File: config.mk
export PLATFORM = sky130hd
export DESIGN_NAME = upbd_ctrl
export DESIGN_NICKNAME = d
export VERILOG_FILES = /design/src/rtl/upbd_pkg.sv /design/src/rtl/upbd_ctrl.sv
export SDC_FILE = /design/constraint.sdc
export NUM_CORES = 1
export LEC_CHECK = 0
export ABC_AREA = 1
export BUFFER_PORTS_ARGS = -buffer_cell sky130_fd_sc_hd__buf_4
export CAP_MARGIN = 0
export CELL_PAD_IN_SITES_DETAIL_PLACEMENT = 1
export CELL_PAD_IN_SITES_GLOBAL_PLACEMENT = 2
export CORE_MARGIN = 2
export CORE_UTILIZATION = 27
export CTS_CLUSTER_SIZE = 16
export DETAILED_ROUTE_END_ITERATION = 7
export GPL_ROUTABILITY_DRIVEN = 0
export PLACE_DENSITY = 0.78
export REMOVE_ABC_BUFFERS = 1
export SLEW_MARGIN = 10
export SYNTH_ARGS = -nofsm -noshare
export SYNTH_HDL_FRONTEND = slang
export SYNTH_SLANG_ARGS = --single-unit
File: constraint.sdc
create_clock -name clk -period 1.5 [get_ports clk]
set_input_delay 0.15 -clock clk [delete_from_list [all_inputs] [get_ports clk]]
set_output_delay 0.15 -clock clk [all_outputs]
set_load 0.01 [all_outputs]
File: src/rtl/upbd_pkg.sv
// package: types and constants of the udp port bind and demux table
package upbd_pkg;

	localparam logic [1:0] OP_BIND    = 2'd0;
	localparam logic [1:0] OP_CONNECT = 2'd1;
	localparam logic [1:0] OP_RELEASE = 2'd2;
	localparam logic [1:0] OP_LOOKUP  = 2'd3;

	localparam logic [2:0] ST_OK        = 3'd0;
	localparam logic [2:0] ST_BOUND     = 3'd1;
	localparam logic [2:0] ST_IN_USE    = 3'd2;
	localparam logic [2:0] ST_NO_MATCH  = 3'd3;
	localparam logic [2:0] ST_NO_EPHEM  = 3'd4;

	localparam logic [0:0] REG_EPH_LOW  = 1'b0;
	localparam logic [0:0] REG_EPH_HIGH = 1'b1;

	localparam logic [15:0] EPH_LOW_RESET  = 16'd32768;
	localparam logic [15:0] EPH_HIGH_RESET = 16'd60999;

	// one packed entry of the table memory
	typedef struct packed {
		logic [31:0] local_ip;
		logic [15:0] local_port;
		logic [31:0] peer_ip;
		logic [15:0] peer_port;
	} entry_t;

	localparam int ENTRY_W = $bits(entry_t);

	// commands from controller to datapath
	typedef struct packed {
		logic        load;      // capture the input item
		logic        scan_clr;  // restart a scan at entry 0
		logic        scan_step; // advance scan address
		logic        lk_eval;   // evaluate returned entry for lookup
		logic        pc_eval;   // evaluate returned entry for port check
		logic        cand_init; // set candidate from cursor (ephemeral)
		logic        cand_user; // set candidate from item port
		logic        cand_next; // advance cursor, candidate becomes cursor
		logic        do_write;  // write the entry / flags
		logic        do_conn;   // write peer fields and connected
		logic        do_rel;    // clear flags
		logic        cur_save;  // store the advanced cursor
	} cmd_t;

	// status from datapath to controller
	typedef struct packed {
		logic        scan_last;  // scan address at last slot
		logic        taken;      // candidate seen as taken
		logic        found;      // exact connected lookup match
		logic        range_bad;  // ephemeral range empty
		logic        tries_done; // whole range tried
		logic        slot_ok;    // slot within table
		logic        slot_bound;
		logic        port_zero;  // item port is zero, pick ephemeral
	} stat_t;

endpackage

File: src/rtl/upbd_ctrl.sv
// controller: sequences bind, connect, release and lookup over the slot scan
module upbd_ctrl
	import upbd_pkg::*;
(
	input  logic        clk,
	input  logic        arst_n,
	input  logic        in_valid,
	output logic        in_ready,
	input  logic [1:0]  in_op,
	output logic        out_valid,
	input  logic        out_ready,
	output logic [2:0]  out_status,
	output logic        out_sel_hit,
	output logic        out_sel_port,
	output cmd_t        cmd,
	input  stat_t       stat,
	input  logic        have_best
);
	typedef enum logic [6:0] {
		S_IDLE  = 7'b0000001,
		S_DEC   = 7'b0000010,
		S_SCAN  = 7'b0000100,
		S_DRAIN = 7'b0001000,
		S_CHECK = 7'b0010000,
		S_NEXT  = 7'b0100000,
		S_RESP  = 7'b1000000
	} state_t;

	state_t state_q, state_d;
	logic [1:0] op_q;
	logic       eph_q, lk_q;
	logic [2:0] st_q, st_d;
	logic       selp_q, selp_d, eph_d;

	assign in_ready  = (state_q == S_IDLE);
	assign out_valid = (state_q == S_RESP);
	assign out_status = st_q;
	assign out_sel_hit = lk_q && st_q == ST_OK;
	assign out_sel_port = selp_q;

	// next state and commands
	always_comb begin
		state_d = state_q; cmd = '0; st_d = st_q; selp_d = selp_q; eph_d = eph_q;
		case (state_q)
			S_IDLE: begin
				if (in_valid) begin
					cmd.load = 1'b1; state_d = S_DEC; st_d = ST_OK; selp_d = 1'b0;
				end
			end
			S_DEC: begin
				cmd.scan_clr = 1'b1;
				if (op_q == OP_LOOKUP) state_d = S_SCAN;
				else if (!stat.slot_ok) state_d = S_RESP;
				else if (op_q == OP_RELEASE) begin
					cmd.do_rel = 1'b1; state_d = S_RESP;
				end else if (stat.slot_bound) begin
					if (op_q == OP_BIND) st_d = ST_BOUND;
					else cmd.do_conn = 1'b1;
					state_d = S_RESP;
				end else begin
					eph_d = (op_q == OP_CONNECT) || stat.port_zero;
					if (eph_d) begin
						if (stat.range_bad) begin
							st_d = ST_NO_EPHEM; state_d = S_RESP;
						end else begin
							cmd.cand_init = 1'b1; state_d = S_SCAN;
						end
					end else begin
						cmd.cand_user = 1'b1; state_d = S_SCAN;
					end
				end
			end
			S_SCAN: begin
				cmd.scan_step = 1'b1;
				cmd.lk_eval = (op_q == OP_LOOKUP); cmd.pc_eval = (op_q != OP_LOOKUP);
				if (stat.scan_last) state_d = S_DRAIN;
			end
			S_DRAIN: begin
				cmd.lk_eval = (op_q == OP_LOOKUP); cmd.pc_eval = (op_q != OP_LOOKUP);
				state_d = S_CHECK;
			end
			S_CHECK: begin
				if (op_q == OP_LOOKUP) begin
					if (!have_best) st_d = ST_NO_MATCH;
					state_d = S_RESP;
				end else if (!stat.taken) begin
					cmd.do_write = 1'b1; cmd.do_conn = (op_q == OP_CONNECT);
					if (eph_q) cmd.cur_save = 1'b1;
					selp_d = 1'b1; state_d = S_RESP;
				end else if (!eph_q) begin
					st_d = ST_IN_USE; state_d = S_RESP;
				end else if (stat.tries_done) begin
					cmd.cur_save = 1'b1; st_d = ST_NO_EPHEM; state_d = S_RESP;
				end else begin
					state_d = S_NEXT;
				end
			end
			S_NEXT: begin
				cmd.cand_next = 1'b1; cmd.scan_clr = 1'b1; state_d = S_SCAN;
			end
			S_RESP: begin
				if (out_ready) state_d = S_IDLE;
			end
			default: state_d = S_IDLE;
		endcase
	end

	always_ff @(posedge clk or negedge arst_n) begin
		if (!arst_n) begin
			state_q <= S_IDLE; op_q <= OP_BIND; eph_q <= 1'b0; lk_q <= 1'b0;
			st_q <= ST_OK; selp_q <= 1'b0;
		end else begin
			state_q <= state_d; st_q <= st_d; selp_q <= selp_d; eph_q <= eph_d;
			if (cmd.load) begin
				op_q <= in_op; lk_q <= 1'b0;
			end
			if (state_q == S_DEC) lk_q <= (op_q == OP_LOOKUP);
		end
	end

`ifndef ASSERT_OFF
	a_one_state: assert property (@(posedge clk) disable iff (!arst_n) $onehot(state_q))
		else $error("state not one-hot");
	a_resp_hold: assert property (@(posedge clk) disable iff (!arst_n)
		out_valid && !out_ready |=> out_valid && $stable(st_q))
		else $error("response dropped while stalled");
	a_no_accept_busy: assert property (@(posedge clk) disable iff (!arst_n)
		state_q != S_IDLE |-> !cmd.load)
		else $error("item loaded while busy");
`endif
endmodule

==> run metrics, run 1 <==
num ports=34; wire per inst=around 14 um; Root Driver=clkbuf_8; Final Core Density=45.25%; H-tree levels=1; RSZ-0062 raised after global routing=true; Main synth FF type=dfrtp_1; post-synth top area cell=dfrtp_1; Yosys reg bits=15; vias per cell=about 4.7; final worst slack=-0.1508 ns; Slew HR=between 70 and 80%; Fin Setup TNS=-1.634 ns; FMAX=between 600 and 700 MHz; most frequent cells after synthesis=nand2_1, inv_1, dfrtp_1; FF+latch area=roughly 380 sq um; failing checks=negative setup slack; Post-synth EDFFs=0; startpoint types=flip-flop; clk buf depth=2; WL met2=1.791 mm; Yosys top cell area share=32.75%; Place WS=0.03015 ns; count leader, synth=nand2_1; TritonCTS Sinks=15; worst path required time=~1.4 ns; latest clock arrival within the worst-skew pair=approximately 0.25 ns; Post-synth ARST share=100.0%; CTS clk-pin slew, worst paths=roughly 0.070 ns; fin crit share=110.1%; top routing layer used=met4; global-route usage over all layers=roughly 16%; Final Hold Fails=0; critical path type=flip-flop to primary output; number of port buffers=32; layout cells sized above 1=a little under three fifths; final WL=between 3 and 4 mm; Tot Pwr=approximately 0.0026 W; Die Y=66.95 um; multi-input logic area=between 600 and 700 sq um; Remaining DRCs=0; Row Count=22; hold slack=slightly below 0.09 ns; vias in the first global route=between 1000 and 1500; core outline area=roughly 3700 sq um; total gr overflow=0; Mapped Cells=140; Syn Area/Cell=about 7.6 sq um; Final ANT Viol Nets=0; DP HPWL=between 2 and 3 mm; global-route wire length before repair=about 5.5 mm; Crit Path Max Fanout=5; synth unique cells=25; min cycle time layout=between 1.5 and 2 ns; CTS Buf Count=3; Worst-Margin Slew=0.3242 ns; Max Cap Violations=0; P_leak=between 0.8 and 0.9 nW; Filler cells=approximately 490; die width=roughly 67 um; largest cells by area after synthesis=dfrtp_1, nand2_1, nor2_4; initial antenna violation count=0; Initial Util=between 20% and 30%; final net count=211; WP data arrival=roughly 1.5 ns; drt first-iter violations=19; Max VDD drop=about 0.00078 V; Setup Viol. Count Final=18; Layout Skew=around 0.0047 ns; wl on met1=1.449 mm; first drt pass iteration count=4; CTS tree=done; Slew Limit Fails=0; post-synthesis sequential area ratio=between 30% and 40%; Hold Path Class=input port to flip-flop; Detail Route met3 WL=approximately 94 um; status=complete, but fails checks; Power per Cell Area=1551 nW/um^2; die footprint=between 4000 and 5000 sq um; largest net degree at the start of global routing=16; # diodes=0; vias=1141; CP endpoint kind=primary output; synthesis-to-layout area growth=58.36%; Netlist Area Pre-Place=between 1000 and 1500 sq um; synth warn=0
## cell families (layout without fill, tap and decap cells)
group	Yosys count	count (layout)	share of synthesized area (%)
compound gates	14	14	6.784
flops	15	15	35.21
simple gates	88	88	49.24
buf+inv	23	78	8.772
## through the flow
step	instances	area, sq um
2_1_floorplan	140	1070
3_3_place_gp	223	1393
3_5_place_dp	223	1393
4_1_cts	240	1592
5_1_grt	243	1694
6_report	243	1694
## state kept, by name (all words and copies together), names as in the netlist
register      count
eph_q             1
lk_q              1
op_q              2
out_sel_port      1
out_status        3
state_q           7
## routing by layer
metal | vias up | track usage (%)
li1 | 562 | -
met1 | 551 | 20.31
met2 | 23 | 29.13
met3 | 5 | 2.027
met4 | 0 | 6.122
met5 | - | 0
## placed cells by master (no fill, tap or decap), drive strengths merged, types with 4 or more instances in the layout
master | netlist | routed
buf | 0 | 50
a21oi | 6 | 6
nand3 | 12 | 12
o21ai | 7 | 7
dfrtp | 14 | 14
inv | 22 | 22
nand4 | 5 | 5
nor2 | 18 | 18
clkbuf | 0 | 4
nor3 | 5 | 5
nand2 | 43 | 43
## critical path, cell delays in order, from the launching register on
cell and delay (ns):
dfstp_2 0.58, nand2_1 0.08, nor2_2 0.20, nand2_4 0.12, nor2_4 0.13, buf_4 0.13
## worst paths after layout
path | start | end | slack, ns | depth (start not counted)
worst max-delay path | state_q[0] | cmd[11] | -0.15 | 5
worst min-delay path | stat[3] | state_q[5] | 0.09 | 2
worst max register to register | state_q[0] | state_q[0] | -0.13 | 11
worst min register to register | out_status[0] | out_status[0] | 0.51 | 2
max in group asynchronous | arst_n | state_q[0] | 0.93 | 2
min in group asynchronous | arst_n | op_q[1] | 0.31 | 2
## power breakdown
part | leakage (nW) | internal (W) | switching (W) | total (W)
clock network | 0.0228 | 0.000189 | 0.000157 | 0.000346
registers | 0.194 | 0.000529 | 0.000123 | 0.000652
logic | 0.621 | 0.000681 | 0.000948 | 0.00163
## repair_timing
item                                   CTS  global route
setup endpoints to repair               13            19
gates resized for setup                 15            29
pin swaps                               14            16
endpoints found under the hold margin   15             0
setup buffers                           12             4
hold buffers                             1             0
## area by class of cell
class                   count  area share, %
flip-flops and latches     15          22.38
inverters                  23          5.835
repair buffers             51          24.74
multi-input cells         102          40.84
clock buffers               4          2.659
well taps                  48          3.545
No activity file was read; power rests on OpenSTA's default activity.
==> run 2, diff against run 1 <==
--- a/config.mk
+++ b/config.mk
@@ -15,7 +15,7 @@
 export CTS_CLUSTER_SIZE = 16
 export DETAILED_ROUTE_END_ITERATION = 7
 export GPL_ROUTABILITY_DRIVEN = 0
-export PLACE_DENSITY = 0.78
+export PLACE_DENSITY = 0.83
 export REMOVE_ABC_BUFFERS = 1
 export SLEW_MARGIN = 10
 export SYNTH_ARGS = -nofsm -noshare
==> run 2 against run 1 <==
  * The flow still finishes with violations (negative setup slack)
  * Worst hold slack improved by 0.011 ns
  * Non-clock buffer count rose by 1
  * Critical path depth rose by 3
  * Sequential cell count did not move
  * Register-to-register slack improved by 0.08 ns
  * Die area did not move
  * Cell count rose by 0.41%
  * Wire length rose by 4.1%
  * Sequential share of layout area fell by 0.33 points
  * Largest cell class unchanged
==> run metrics, run 2 (synthesis gave the netlist of run 1 again) <==
status=complete, but fails checks; failing checks=negative setup slack; Final ANT Viol Nets=0 (unchanged); largest net degree at the start of global routing=16 (unchanged); die footprint=4482 sq um (unchanged); final worst slack=-0.1249 ns (+0.02596 ns); multi-input logic area=714.4 sq um (+3.3%); max incr delay on CP=0.45 ns (-0.13 ns); launch point of the worst reg-to-reg path=state_q[0]; FF+latch area=380.4 sq um (+0.33%); TritonCTS Sinks=15 (unchanged); layout cells sized above 1=59.18% (+3.8 points); num ports=34 (unchanged); number of port buffers=32 (unchanged); global-route usage over all layers=16.96% (+0.47 points); Setup Viol. Count Final=15 (-3); Row Count=22 (unchanged); total gr overflow=0 (unchanged); Initial Util=28.58% (unchanged); Slew HR=79.62% (+1.5 points); core outline area=3744 sq um (unchanged); Filler cells=479 (-2.6%); worst hold path depth=2 (unchanged); startpoint types=flip-flop; Max VDD drop=0.0005557 V (-28%); final net count=212 (+0.47%); clk buf depth=2 (unchanged); hold path start=stat[3]; Layout Skew=0.003247 ns (-0.001455 ns); Remaining DRCs=0 (unchanged); fin crit share=108.3% (-1.7 points); latest clock arrival within the worst-skew pair=0.25 ns (about the same); H-tree levels=1 (unchanged); family with the most delay on the worst path=simple AND/OR/NAND/NOR gates; Final Hold Fails=0 (unchanged); Die Y=66.95 um (unchanged); max FFs per register=7 (unchanged); reg-to-reg endpoint=state_q[0]; P_leak=0.8499 nW (+1.5%); # diodes=0 (unchanged); critical-path cell list=inv_2 > nand2_2 > nor2_4 > nand2_4 > clkinv_4 > nand4_4 > nor3b_2 > buf_4; CTS clk-pin slew, worst paths=0.06 ns (about the same); Place WS=0.01942 ns (-0.01073 ns); Most flops, register=state_q; die width=66.95 um (unchanged); synthesis-to-layout area growth=61.29%; CTS Buf Count=3 (unchanged); final WL=3.528 mm (+4.1%); first drt pass iteration count=4 (unchanged); Critical Path Stages=8 (+3); min cycle time layout=1.625 ns (-0.02596 ns); wire per inst=14.46 um (+3.7%); slowest CP cell=dfrtp_2; WP data arrival=1.47 ns (-0.03 ns); DP HPWL=2.544 mm (-0.11%); critical path type=flip-flop to primary output; vias in the first global route=1267 (+8.8%); highest-count cells in the layout ignoring fill and taps=buf_4, nand2_1, inv_1; Power per Cell Area=1524 nW/um^2 (-1.7%); initial antenna violation count=0 (unchanged); vias per cell=4.680 (-0.32%); Crit Path Max Fanout=5 (unchanged); global-route wire length before repair=5.623 mm (+1.9%); worst path required time=1.35 ns (about the same); crit path buf inv count=3 (+2); R2R Setup Slk=-0.05 ns (+0.08 ns); commonest non-fill, non-tap cell in the layout=buf_4; CP endpoint kind=primary output; Max Cap Violations=0 (unchanged); Root Driver=clkbuf_8; Slew Limit Fails=0 (unchanged); drt first-iter violations=14 (-5); cells on worst reg2reg path=10 (-1); RSZ-0062 raised after global routing=true; Worst-Margin Slew=0.3030 ns (-0.02125 ns); Tot Pwr=0.002630 W (+0.11%); Hold Path End=state_q[5]; vias=1142 (+0.088%); FMAX=615.4 MHz (+1.6%); CTS tree=done; Hold Path Class=input port to flip-flop
## run 2: cell types whose count changed in the layout (fill, tap and decap cells not counted), moves of 2 or more
cell     before  now
nand3_1       7    4
nand3_2       2    5
nor3_1        4    2
nor3_2        1    3
o21ai_1       2    4
## run 2: layout make-up
| cell class | instances | share of cell area, % |
|---|---|---|
| Multi-Input combinational cell | 102 | 41.41 |
| Timing Repair Buffer | 52 | 24.73 |
| Sequential cell | 15 | 22.05 |
| Inverter | 23 | 5.729 |
| Tap cell | 48 | 3.481 |
| Clock buffer | 4 | 2.611 |
## run 2: worst max path at each step
stage | start | to | slack, ns
after floorplan | state_q[5] | cmd[6] | 0.12
after global placement | state_q[2] | cmd[6] | 0.06
after detailed placement | state_q[5] | lk_q | 0.02
after CTS | state_q[6] | cmd[6] | -0.18
after global routing | state_q[5] | cmd[6] | -0.21
final | state_q[2] | cmd[6] | -0.12
## run 2: repair_timing
action	in CTS	in global routing
pin swaps	16	13
endpoints found under the setup margin	13	24
hold buffers	1	0
resized for setup	11	39
gates cloned	0	0
endpoints found under the hold margin	15	0
buffers inserted	14	3
## run 2: power breakdown
group          internal, W  switching, W
registers         0.000532      0.000141
logic             0.000675      0.000950
clock network     0.000188      0.000144
total              0.00140       0.00124
## run 2: stage by stage
step | utilization [%] | cell area (sq um) | std cells | setup TNS (ns) | hold WS (ns)
floorplan | - | 1070 | 140 | 0 | -0.1456
global placement | 37.20 | 1393 | 223 | 0 | 0.02256
detailed placement | 37.20 | 1393 | 223 | 0 | 0.01827
CTS | 42.45 | 1589 | 242 | -1.217 | 0.1007
global route | 46.09 | 1725 | 244 | -2.552 | 0.1027
finish | 46.09 | 1725 | 244 | -0.9627 | 0.1006
## run 2: per-layer routing
layer,GRT usage [%],share of wire [%]
met2,32.13,55
met3,2.703,2.9
met4,6.888,1.7
met1,18.48,41
met5,0,0
==> run 3, diff against run 2 <==
--- a/config.mk
+++ b/config.mk
@@ -11,12 +11,14 @@
 export CELL_PAD_IN_SITES_DETAIL_PLACEMENT = 1
 export CELL_PAD_IN_SITES_GLOBAL_PLACEMENT = 2
 export CORE_MARGIN = 2
-export CORE_UTILIZATION = 27
+export CORE_UTILIZATION = 29
 export CTS_CLUSTER_SIZE = 16
 export DETAILED_ROUTE_END_ITERATION = 7
 export GPL_ROUTABILITY_DRIVEN = 0
-export PLACE_DENSITY = 0.83
+export PLACE_DENSITY = 0.88
+export RECOVER_POWER = 100
 export REMOVE_ABC_BUFFERS = 1
+export SETUP_SLACK_MARGIN = 0.2
 export SLEW_MARGIN = 10
 export SYNTH_ARGS = -nofsm -noshare
 export SYNTH_HDL_FRONTEND = slang
==> constraint.sdc (replaced) <==
create_clock -name clk -period 1.9 [get_ports clk]
set_input_delay 0.19 -clock clk [delete_from_list [all_inputs] [get_ports clk]]
set_output_delay 0.19 -clock clk [all_outputs]
set_load 0.01 [all_outputs]
==> run 3 against run 2 <==
  * The run now ends clean
  * Cell area decreased by 10%
  * Core utilization down 3.1 points
  * Sequential share of layout area is 2.2 points higher
  * Total power is 29% lower
  * Critical path depth stayed put
  * Clock power decreased by 20%
  * Non-clock buffer count decreased by 2
  * Combinational power fell by 32%
  * Critical path type unchanged
  * Largest cell class unchanged
  * Highest routed layer unchanged
==> run metrics, run 3 (synthesis gave the netlist of run 1 again) <==
status=complete, no violations; RSZ-0062 raised after global routing=true; Setup Viol. Count Final=0 (-15); global-route usage over all layers=16.86% (-0.094 points); Final ANT Viol Nets=0 (unchanged); min cycle time layout=around 1.7 ns; H-tree levels=1 (unchanged); fin crit share=roughly nine tenths; commonest non-fill, non-tap cell in the layout=buf_4; WP data arrival=1.54 ns (+0.07 ns); R2R Setup Slk=0.22 ns (+0.27 ns); Place WS=0.2802 ns (+0.2608 ns); Worst-Margin Slew=0.8863 ns (+0.5833 ns); Fin Setup TNS=0 ns (+0.9627 ns); Filler cells=464 (-3.1%); CTS clk-pin slew, worst paths=0.07 ns (about the same); Initial Util=29.67% (+1.1 points); Final Hold Fails=0 (unchanged); final net count=210 (-0.94%); Most flops, register=state_q; num ports=34 (unchanged); CTS Buf Count=3 (unchanged); die footprint=4191 sq um (-6.5%); layout cells sized above 1=40.21% (-19 points); vias per cell=4.620 (-1.3%); slowest CP cell=dfrtp_1; max FFs per register=7 (unchanged); Psw=0.0008764 W (-29%); clk buf depth=2 (unchanged); first drt pass iteration count=4 (unchanged); # diodes=0 (unchanged); Slew Limit Fails=0 (unchanged); largest net degree at the start of global routing=16 (unchanged); Row Count=22 (unchanged); worst path required time=1.71 ns (+0.36 ns); initial antenna violation count=0 (unchanged); TritonCTS Sinks=15 (unchanged); synthesis-to-layout area growth=45.03%; Max Cap Violations=0 (unchanged); Internal=0.0009846 W (-29%); final WL=3.277 mm (-7.1%); Hold Path End=op_q[0]; Root Driver=clkbuf_8; startpoint types=flip-flop; Die Y=64.74 um (-3.3%); switching share of power=47.09% (+0.14 points); clock power share=14.4% (+1.8 points); Comb power frac=59.4% (-2.4 points); launch point of the worst reg-to-reg path=state_q[0]; number of port buffers=32 (unchanged); core outline area=3606 sq um (-3.7%); Remaining DRCs=0 (unchanged); FMAX=579.7 MHz; cells on worst reg2reg path=11 (+1); Slew HR=40.92% (-39 points); Seq pwr share=26.2% (+0.6 points); Max VDD drop=0.0004723 V (-15%); final worst slack=0.1749 ns (+0.2998 ns); vias=1118 (-2.1%); critical-path cell list=inv_1 > nand2_4 > nor2_4 > nand2_4 > clkinv_4 > nand4_4 > nor3b_2 > buf_4; Crit Path Max Fanout=5 (unchanged); max incr delay on CP=0.44 ns (about the same); CP endpoint kind=primary output; Hold Path Class=input port to flip-flop; reg-to-reg endpoint=out_status[2]; DP HPWL=2.502 mm (-1.7%); latest clock arrival within the worst-skew pair=0.25 ns (about the same); critical path type=flip-flop to primary output; Layout Skew=0.004310 ns (+0.001063 ns); most used cell, CP=nand2_4; highest-count cells in the layout ignoring fill and taps=buf_4, nand2_1, inv_1; drt first-iter violations=23 (+9); P_leak=0.7824 nW (-7.9%); hold path start=in_op[0]; global-route wire length before repair=5.437 mm (-3.3%); die width=64.74 um (-3.3%); wire per inst=13.54 um (-6.3%); CTS tree=done; Tot Pwr=0.001861 W (-29%); worst hold path depth=3 (+1); total gr overflow=0 (unchanged); vias in the first global route=1222 (-3.6%); Power per Cell Area=1199 nW/um^2 (-21%)
[run 3: changes by cell type in the layout (fill, tap and decap cells not counted), moves of 7 or more]
| cell | before | now |
|---|---|---|
| clkbuf_1 | 1 | 11 |
| buf_6 | 9 | 0 |
| nand2_1 | 27 | 34 |
| nand2_2 | 11 | 4 |
[run 3: timing repair]
action / CTS / global route
setup endpoints to repair: 9 / 11
hold buffers: 1 / 0
gates resized for setup: 5 / 9
setup buffers: 9 / 7
endpoints found under the hold margin: 14 / 0
pin swaps: 4 / 12
[run 3: power groups by stage]
stage	clock [W]	sequential [W]	combinational, W
global route	0.000291	0.000500	0.00122
finish	0.000267	0.000488	0.00111
floorplan	0	0.000486	0.000668
detailed placement	0	0.000498	0.000977
CTS	0.000270	0.000497	0.00109
global placement	0	0.000494	0.000941
[run 3: metrics by stage]
step / utilization, % / instances / cell area, sq um / hold slack [ns]
2_1_floorplan: - / 140 / 1070 / -0.1056
3_3_place_gp: 38.20 / 221 / 1378 / 0.06191
3_5_place_dp: 38.20 / 221 / 1378 / 0.06381
4_1_cts: 42.02 / 235 / 1515 / 0.1440
5_1_grt: 43.03 / 242 / 1551 / 0.1429
6_report: 43.03 / 242 / 1551 / 0.1398
[run 3: final cells by class]
| cell class | instances | area [sq um] | area share [%] |
|---|---|---|---|
| timing repair buffer | 50 | 340.3 | 21.94 |
| sequential | 15 | 376.6 | 24.27 |
| tap | 48 | 60.06 | 3.871 |
| inverter | 23 | 96.34 | 6.210 |
| clock buffer | 4 | 45.04 | 2.903 |
| multi-input combinational | 102 | 633.1 | 40.81 |
[run 3: worst max-delay path by stage]
stage	slack (ns)	startpoint	end	depth (start not counted)
after floorplan	0.48	state_q[5]	cmd[6]	7
after global routing	0.07	state_q[1]	cmd[10]	6
after CTS	0.18	state_q[2]	cmd[6]	8
after global placement	0.33	state_q[5]	cmd[6]	8
final	0.17	state_q[2]	cmd[6]	8
after detailed placement	0.28	state_q[5]	cmd[6]	8
[run 3: worst max-delay path, delay by kind of cell (launching register included)]
family	cells	cell delay, ns
simple gates	5	0.51
flops	1	0.44
buf+inv	3	0.33
[run 3: layer usage]
metal	wire, um	share of wire (%)	global-route usage (%)
met5	0	0	0
met4	32	0.98	5.319
met3	95	2.9	2.951
met2	1760	54	31.57
met1	1388	42	19.20
